### config.mk
export PLATFORM = sky130hd
export DESIGN_NAME = ktd_ctrl
export DESIGN_NICKNAME = d
export VERILOG_FILES = /design/src/design/ktd_pkg.sv /design/src/design/ktd_ctrl.sv
export SDC_FILE = /design/constraint.sdc
export NUM_CORES = 1
export LEC_CHECK = 0
export BUFFER_PORTS_ARGS = -buffer_cell sky130_fd_sc_hd__buf_2
export CAP_MARGIN = 15
export CELL_PAD_IN_SITES_DETAIL_PLACEMENT = 0
export CELL_PAD_IN_SITES_GLOBAL_PLACEMENT = 1
export CORE_MARGIN = 2
export CORE_UTILIZATION = 30
export CTS_CLUSTER_SIZE = 20
export DETAILED_ROUTE_END_ITERATION = 10
export PLACE_DENSITY = 0.77
export SETUP_SLACK_MARGIN = 0.3
export SLEW_MARGIN = 20
export SYNTH_ARGS = -nofsm -noshare
export SYNTH_HDL_FRONTEND = slang
export SYNTH_SLANG_ARGS = --single-unit
export TNS_END_PERCENT = 1
### constraint.sdc
create_clock -name i_clk -period 4 [get_ports i_clk]
set_input_delay 0.4 -clock i_clk [delete_from_list [all_inputs] [get_ports i_clk]]
set_output_delay 0.4 -clock i_clk [all_outputs]
set_load 0.005 [all_outputs]
### src/design/ktd_pkg.sv
// ----------------------------------------------------------------------------
// ktd_pkg
// Types and constants shared by the keyed table difference block: request
// opcodes, result categories, controller states and the command and status
// bundles between controller and datapath.
// ----------------------------------------------------------------------------
package ktd_pkg;

    localparam int ID_W   = 32;
    localparam int HASH_W = 32;
    localparam int ENT_W  = ID_W + HASH_W;

    typedef enum logic [1:0] {
        OP_LOAD_BASE = 2'd0,
        OP_LOAD_MOD  = 2'd1,
        OP_COMPARE   = 2'd2,
        OP_NONE      = 2'd3
    } t_op;

    typedef enum logic [1:0] {
        CAT_ADDED   = 2'd0,
        CAT_REMOVED = 2'd1,
        CAT_CHANGED = 2'd2,
        CAT_NONE    = 2'd3
    } t_cat;

    typedef enum logic [2:0] {
        ST_IDLE,
        ST_OUTER_RD,
        ST_OUTER_LAT,
        ST_INNER_RD,
        ST_INNER_CHK,
        ST_DECIDE,
        ST_FINAL
    } t_state;

    typedef struct packed {
        logic in_ready;
        t_cat cat;
        logic i_clear;
        logic i_step;
        logic load_outer;
        logic inner_step;
        logic capture_match;
        logic load_pend;
        logic push;
        logic push_last;
        logic push_none;
        logic clear_tables;
    } t_cmd;

    typedef struct packed {
        logic cmp_req;
        logic outer_done;
        logic inner_empty;
        logic inner_match;
        logic inner_last;
        logic found;
        logic hash_diff;
        logic pend_valid;
        logic out_free;
    } t_sts;

endpackage

### src/design/ktd_ctrl.sv
// ----------------------------------------------------------------------------
// ktd_ctrl
// Controller: accepts requests while idle and sequences the three compare
// passes (added, removed, changed), each an outer walk with an inner search.
// ----------------------------------------------------------------------------
module ktd_ctrl
    import ktd_pkg::*;
(
    input  logic i_clk,
    input  logic i_rst_n,
    input  t_sts i_sts,
    output t_cmd o_cmd
);

    t_state r_state;
    t_state n_state;
    t_cat   r_phase;
    t_cat   n_phase;
    logic   emit;

    always_ff @(posedge i_clk) begin
        if (!i_rst_n) begin
            r_state <= ST_IDLE;
            r_phase <= CAT_ADDED;
        end else begin
            r_state <= n_state;
            r_phase <= n_phase;
        end
    end

    assign emit = (r_phase == CAT_CHANGED) ? (i_sts.found && i_sts.hash_diff)
                                           : !i_sts.found;

    always_comb begin
        n_state = r_state;
        n_phase = r_phase;
        o_cmd   = '0;
        o_cmd.cat = r_phase;
        case (r_state)
            ST_IDLE: begin
                o_cmd.in_ready = 1'b1;
                if (i_sts.cmp_req) begin
                    n_phase       = CAT_ADDED;
                    o_cmd.i_clear = 1'b1;
                    n_state       = ST_OUTER_RD;
                end
            end
            ST_OUTER_RD: begin
                if (i_sts.outer_done) begin
                    o_cmd.i_clear = 1'b1;
                    case (r_phase)
                        CAT_ADDED:   n_phase = CAT_REMOVED;
                        CAT_REMOVED: n_phase = CAT_CHANGED;
                        default:     n_state = ST_FINAL;
                    endcase
                end else begin
                    n_state = ST_OUTER_LAT;
                end
            end
            ST_OUTER_LAT: begin
                o_cmd.load_outer = 1'b1;
                n_state = i_sts.inner_empty ? ST_DECIDE : ST_INNER_RD;
            end
            ST_INNER_RD: begin
                n_state = ST_INNER_CHK;
            end
            ST_INNER_CHK: begin
                if (i_sts.inner_match) begin
                    o_cmd.capture_match = 1'b1;
                    n_state = ST_DECIDE;
                end else if (i_sts.inner_last) begin
                    n_state = ST_DECIDE;
                end else begin
                    o_cmd.inner_step = 1'b1;
                    n_state = ST_INNER_RD;
                end
            end
            ST_DECIDE: begin
                if (!(emit && i_sts.pend_valid && !i_sts.out_free)) begin
                    o_cmd.load_pend = emit;
                    o_cmd.push      = emit && i_sts.pend_valid;
                    o_cmd.i_step    = 1'b1;
                    n_state         = ST_OUTER_RD;
                end
            end
            ST_FINAL: begin
                if (i_sts.out_free) begin
                    o_cmd.push         = 1'b1;
                    o_cmd.push_last    = 1'b1;
                    o_cmd.push_none    = !i_sts.pend_valid;
                    o_cmd.clear_tables = 1'b1;
                    n_state            = ST_IDLE;
                end
            end
            default: begin
                n_state = ST_IDLE;
            end
        endcase
    end

`ifndef ASSERT_OFF
    a_push_last_final: assert property (@(posedge i_clk) disable iff (!i_rst_n)
        o_cmd.push_last |=> (r_state == ST_IDLE))
        else $error("final result pushed outside the end of a compare");

    a_idle_only_ready: assert property (@(posedge i_clk) disable iff (!i_rst_n)
        (o_cmd.in_ready && i_sts.cmp_req) |=> (r_state == ST_OUTER_RD)
                                              && (r_phase == CAT_ADDED))
        else $error("compare request not started");
`endif

endmodule

Yosys cells after proc, flatten, opt, wreduce, memory -nomap -nowiden. Cells that the tools add are included.

Input port bits: 11. Flip-flop bits (word level): 5. Output and inout bits: 13.

Mux-type cells: 30. Reductions and logical operators: 12. Equal/unequal tests: 14.

Operators with widths (number): 3-bit 2-to-1 mux (9); 3-bit case mux with 7 select lines (1); 1-bit 2-to-1 mux (11); 3-bit == test, second input constant (3); 2-bit 2-to-1 mux (4); 2-bit inequality test, second input constant (4); 2-bit case mux with 2 select lines (2); 4-bit AND reduction (2); 3-bit by 2-bit == test with 1-bit output, second input constant (2); 3-bit inequality test, second input constant (2); 4-bit 2-to-1 mux (1); 1-bit case mux with 2 select lines (2); 3-bit by 1-bit == test with 1-bit output, second input constant (1); 1-bit logical AND (3); 1-bit zero test (3); 3-bit zero test (1); 2-bit by 1-bit == test with 1-bit output, second input constant (1); 2-bit == test, second input constant (1); 2-bit zero test (1); 2-bit nonzero test (1); 2-bit OR reduction (1).

Logic depth before layout (Yosys ltp). Gate-level depths: netlist of run 1.

Depth after elaboration: 6. Gate-level depth with buffers: 5.

Worst setup path after synthesis of run 1. OpenSTA, ideal clock, no wires.

Path type: reg-to-output. Start point: register r_phase[1]. End point: output port o_cmd[3] (netlist bit). Path buffers: 0. Data arrival time: 1.070 ns. Path slack: 2.530 ns. Cell stages (with the launch flop): 5. Required time: 3.600 ns. Cells stage by stage: dfxtp_1 nor2b_1 mux2i_1 nand3_1 a21oi_1.

RTL lines: start: declaration (line ktd_ctrl.sv:17) `t_cat r_phase;`; start signal: assignment (line ktd_ctrl.sv:27) `r_phase <= n_phase;`; end: declaration (line ktd_ctrl.sv:12) `output t_cmd o_cmd`.

==> results of run 1 <==
cell type report:
| class | count | area (µm²) | share of cell area, % |
|---|---|---|---|
| Timing Repair Buffer | 23 | 115 | 20.3 |
| Clock buffer | 4 | 26.3 | 4.64 |
| Tap cell | 15 | 18.8 | 3.31 |
| Inverter | 2 | 7.51 | 1.32 |
| Multi-Input combinational cell | 49 | 299 | 52.8 |
| Sequential cell | 5 | 100 | 17.7 |
final timing paths:
check / slack (ps) / end / startpoint
worst max-delay path: 2030 / o_cmd[6] / r_state[2]
worst min-delay path: 440 / r_state[1] / i_rst_n
worst max register to register: 2440 / r_state[0] / r_state[2]
worst min register to register: 510 / r_phase[1] / r_phase[1]
cell families after synthesis:
logic type             after synthesis  synth area share [%]
AO/OA/AOI/OAI                       12                  19.5
buffers and inverters                6                  9.63
flip-flops                           5                  22.7
multiplexers                         2                  4.82
AND/OR/NAND/NOR                     35                  43.3
power by group:
group | switching [mW] | internal [mW]
sequential | 0.0276 | 0.0611
combinational | 0.0519 | 0.0586
clock | 0.0222 | 0.0378
layout by cell type, fill, tap and decap left out, types with 2 or more instances in the layout:
cell | netlist | final
nor3_1 | 3 | 3
inv_1 | 2 | 2
buf_2 | 1 | 23
nor2_1 | 8 | 8
clkbuf_4 | 0 | 3
dfxtp_1 | 5 | 5
a21boi_0 | 2 | 2
a21oi_1 | 4 | 4
nor2b_1 | 2 | 2
nand2_1 | 11 | 11
registers in the layout (all words and copies together), names as in the netlist:
signal and flops:
r_phase 2, r_state 3
worst min-delay path: stages:
cell     delay, ps
buf_2          130
o31ai_1         60
a21oi_1         40
through the flow:
stage | cells | hold WS (ps)
global placement | 94 | 477
finish | 98 | 441
detailed placement | 94 | 484
CTS | 98 | 438
floorplan | 60 | 481
global route | 98 | 433
layer usage:
layer / global-route usage [%] / routed length (µm)
met1: 14.3 / 490
met2: 20.0 / 521
met3: 6.47 / 89
met4: 3.75 / 0
met5: 0 / 0
==> flow_summary_export.csv, run 1 <==
group,metric,value,unit
global_routing,antenna_found_initial,0,
floorplan,fp.coreArea,1330,µm²
detailed_routing,drc,0,
critical_path,end_kind,"output pin",
synthesis,ys_top_cells_by_count,"11 x nand2_1, 8 x nor2_1, 5 x dfxtp_1",
placement,numPortBuffers,23,
sta,worst_slack,2030,ps
hold_path,hp-class,"in2reg",
clock_tree,cts-root-buf,"clkbuf_4",
synthesis,synth_edf_count,0,
global_routing,grt_pass1_wl,1710,µm
synthesis,synthCells,60,
critical_path,cpMaxStageDelayCell,"dfxtp_1",
critical_path,critPathMaxStageDelay,570,ps
sta,fin_tns_setup,0,ps
detailed_routing,drt-pass1-iter-count,4,
floorplan,die_area,1800,µm²
finish,design_area,567,µm²
synthesis,synth_area_leaders,"dfxtp_1 23%, nand2_1 9.3%, nor2_1 6.8%",
critical_path,worstSetupPathType,"reg2out",
finish,antenna_cells,0,
floorplan,die_y,42.4,µm
synthesis,yosysTopAreaCell,"dfxtp_1",
critical_path,cp_cell_sequence,"or3b_1 > nor3_2 > buf_2",
finish,drive_above_1_share,37.3,%
floorplan,io_pins,24,
power,ir_worst_vdd,406,µV
detailed_routing,ant_nets,0,
hold_path,worstHoldPathCells,3,
synthesis,ys_types,30,
synthesis,yosys_warnings,0,
flow_run,max_cap_violations,0,
critical_path,cp-start-kind,"flip-flop",
sta,worst_pin_slew,628,ps
sta,fmax,507,MHz
synthesis,syn_area_per_cell,7.36,µm²
clock_tree,ctsResizeCount,0,
global_routing,gr-total-overflow,0,
critical_path,cp_data_arrival_time,1570,ps
clock_tree,cts_tree,"yes",
clock_tree,cts_hold_buf,0,
synthesis,synth-seq-cells,5,
critical_path,cp.required,3600,ps
critical_path,cpLargestDelayFamily,"simple AND/OR/NAND/NOR gates",
power,power.total,259,µW
placement,dp_hpwl,851,µm
synthesis,ys_async_sr_fraction,0,%
placement,dp_slack,2260,ps
sta,slew_headroom,57.8,%
detailed_routing,wire_per_inst,11.2,µm
clock_tree,cts_max_level,1,
sta,slew_violations,0,
clock_tree,cts_setup_buffers,0,
global_routing,grt_usage,12.5,%
clock_tree,clock_latency,250,ps
power,p_per_area,457,nW/µm²
synthesis,synth.most_common_cell,"nand2_1",
detailed_routing,routed-via-count,483,
critical_path,cp.depth,3,
synthesis,synth_area,442,µm²
floorplan,die-width,42.4,µm
clock_tree,cts_buffers,3,
synthesis,dominantRegCellSynth,"dfxtp_1",
status,status,"finished clean",
clock_tree,clock_sinks,5,
critical_path,rr_worst_depth,4,
floorplan,fp-row-count,13,
finish,fin_util,42.5,%
sta,grt_setup_unrepaired,"false",
detailed_routing,drt-total-wl,1100,µm
sta,hold_viol_final,0,
global_routing,grt_pass1_vias,421,
critical_path,crit_buf_inv,1,
finish,final_nets,95,
power,p_leak,0.282,nW
detailed_routing,drtIter0Drc,18,
placement,placed_area,541,µm²
sta,period_minus_slack,1970,ps
synthesis,synth_nets,71,
global_routing,grt_max_degree,15,
clock_tree,clk_pin_slew_worst_paths,40,ps
finish,fill_cells,159,
floorplan,start_util,33.1,%
sta,min_period_over_period,49.3,%
synthesis,yosys.area.top_type_share,22.7,%
clock_tree,clockBufferDepth,2,
synthesis,ys_seq_area_share,22.7,%
critical_path,critPathMaxFanout,14,
sta,skew,6.69,ps
placement,gp_congestion,0.833,
finish,area_growth,28.3,%
sta,setup_viol,0,
detailed_routing,viasPerCell,4.93,
Power figures use the tool's default switching activity.
==> run 2, diff against run 1 <==
- CORE_UTILIZATION: 30 -> 28
- PLACE_DENSITY: 0.77 -> 0.73
- clock period: 4 -> 1.9 ns (I/O delays scaled with it)
==> run 2 against run 1 <==
Compared with the run above: non-clock buffer count grew 2; worst setup slack lost 1700 ps; clock skew is essentially flat; sequential share of layout area is essentially flat; sequential cell count is the same; first-iteration DRC count shrank 50%; cell count grew 3.1%; combinational power grew 120%; power grew 120%; global-route usage shrank 0.56 points; sequential power grew 120%; clock power grew 110%; critical path type unchanged.
==> flow_summary_export.csv, run 2 (synthesized netlist as in run 1, its figures left out) <==
group,metric,value,unit
finish,layout_common_cells,"23 x buf_2, 11 x nand2_1, 8 x nor2_1, 4 x a21oi_1",
finish,area_growth,38.2,%
critical_path,cpLargestDelayFamily,"simple AND/OR/NAND/NOR gates",
power,swShare,38.7,%
flow_run,max_cap_violations,0,
clock_tree,clk_pin_slew_worst_paths,50,ps
finish,design_area,611,µm²
detailed_routing,viasPerCell,5.12,
detailed_routing,wire_per_inst,11.1,µm
clock_tree,cts_tree,"yes",
critical_path,crit_buf_inv,1,
clock_tree,clock_latency,250,ps
sta,fin_tns_setup,0,ps
power,p_int,348,µW
finish,antenna_cells,0,
finish,drive_above_1_share,45.9,%
sta,period_minus_slack,1580,ps
detailed_routing,drc,0,
finish,regMostFlops,"r_state",
floorplan,die_area,1910,µm²
sta,worst_pin_slew,222,ps
global_routing,antenna_found_initial,0,
hold_path,hp-class,"in2reg",
sta,hold_viol_final,0,
global_routing,grt_max_degree,15,
placement,placed_cells,96,
floorplan,fp-row-count,14,
power,ir_worst_vdd,664,µV
sta,slew_headroom,85.1,%
critical_path,critPathMaxStageDelay,420,ps
finish,biggestRegsByFlops,"r_state (3), r_phase (2)",
sta,fmax,632,MHz
finish,largest_register_ffs,3,
sta,skew,6.68,ps
global_routing,grt_pass1_vias,415,
critical_path,end_kind,"output pin",
floorplan,fp.coreArea,1490,µm²
floorplan,start_util,29.7,%
sta,setup_viol,0,
placement,dp_hpwl,837,µm
floorplan,die_y,43.7,µm
sta,grt_setup_unrepaired,"true",
global_routing,gr-total-overflow,0,
sta,min_period_over_period,83.2,%
critical_path,critPathMaxFanout,14,
detailed_routing,drtIter0Drc,9,
power,seqPwrFrac,34.5,%
placement,placed_area,549,µm²
detailed_routing,ant_nets,0,
sta,hold_ws,217,ps
floorplan,die-width,43.7,µm
finish,final_nets,97,
clock_tree,cts_max_level,1,
global_routing,grt_usage,11.9,%
detailed_routing,routed-via-count,517,
global_routing,grt_pass1_wl,1710,µm
sta,slew_violations,0,
power,clock_power_share,22.5,%
finish,finalNonFillerCells,101,
power,switchingPower,220,µW
critical_path,worstSetupPathType,"reg2out",
power,p_per_area,931,nW/µm²
power,p_comb_share,43.0,%
clock_tree,clockBufferDepth,2,
finish,layout_commonest_cell,"buf_2",
finish,fin_util,41.0,%
critical_path,cp.required,1710,ps
clock_tree,cts_buffers,3,
critical_path,cpMaxStageDelayCell,"or3b_1",
floorplan,io_pins,24,
placement,gp_congestion,0.762,
clock_tree,cts-root-buf,"clkbuf_4",
critical_path,cp_data_arrival_time,1390,ps
critical_path,cp-start-kind,"flip-flop",
status,status,"finished clean",
placement,numPortBuffers,23,
power,p_leak,0.297,nW
detailed_routing,drt-pass1-iter-count,4,
clock_tree,clock_sinks,5,
detailed_routing,drt-total-wl,1120,µm
critical_path,cp_cell_sequence,"or3b_1 > nor3_2 > buf_2",
[run 2: cell types whose count changed in the layout (fill, tap and decap cells not counted), sizes merged]
| cell | delta |
|---|---|
| buf | +2 |
[run 2: final cells by class]
class                   instances  area, µm²
clock buffers                   4       26.3
flip-flops and latches          5        108
multi-input cells              49        319
fillers                       168        878
repair buffers                 25        130
well taps                      16       20.0
inverters                       2       7.51
[run 2: stage by stage]
| stage | power [mW] | worst slack [ps] |
|---|---|---|
| 2_1_floorplan | 0.366 | 497 |
| 3_3_place_gp | 0.425 | 385 |
| 3_5_place_dp | 0.425 | 350 |
| 4_1_cts | 0.564 | 261 |
| 5_1_grt | 0.609 | 241 |
| 6_report | 0.568 | 318 |
[run 2: path summary, 6_finish.rpt]
kind,to,slack (ps),cells after the start,startpoint
setup / recovery,o_cmd[6],320,3,r_state[2]
hold reg to reg,r_phase[1],490,2,r_phase[1]
hold / removal,r_state[1],220,3,i_rst_n
setup reg to reg,r_state[0],430,5,r_phase[0]
[run 2: repair_timing]
action                     CTS  global route
setup endpoints to repair    5             7
hold buffers                 0             0
buffers inserted             1             0
pin swaps                    0             0
hold endpoints to repair     0             0
gates resized for setup      7             2
[run 2: worst reg2reg max path, stage by stage (launching register included)]
cell and delay [ps]:
dfxtp_1 400, nor2b_4 70, mux2i_4 190, buf_4 140, a311o_2 330, o31a_1 240
[run 2: metal layers]
layer / track usage (%) / routed length, µm / vias up
li1: - / - / 261
met1: 13.4 / 497 / 235
met2: 20.3 / 525 / 19
met3: 5.00 / 88 / 2
met4: 3.64 / 12 / 0
met5: 0 / 0 / -
[run 2: power by group through the flow]
stage                     combinational [mW]  sequential (mW)  clock, mW
after floorplan                        0.222            0.144          0
after global placement                 0.239            0.186          0
after detailed placement               0.238            0.188          0
after CTS                              0.246            0.192      0.126
after global routing                   0.272            0.203      0.134
final                                  0.245            0.196      0.128
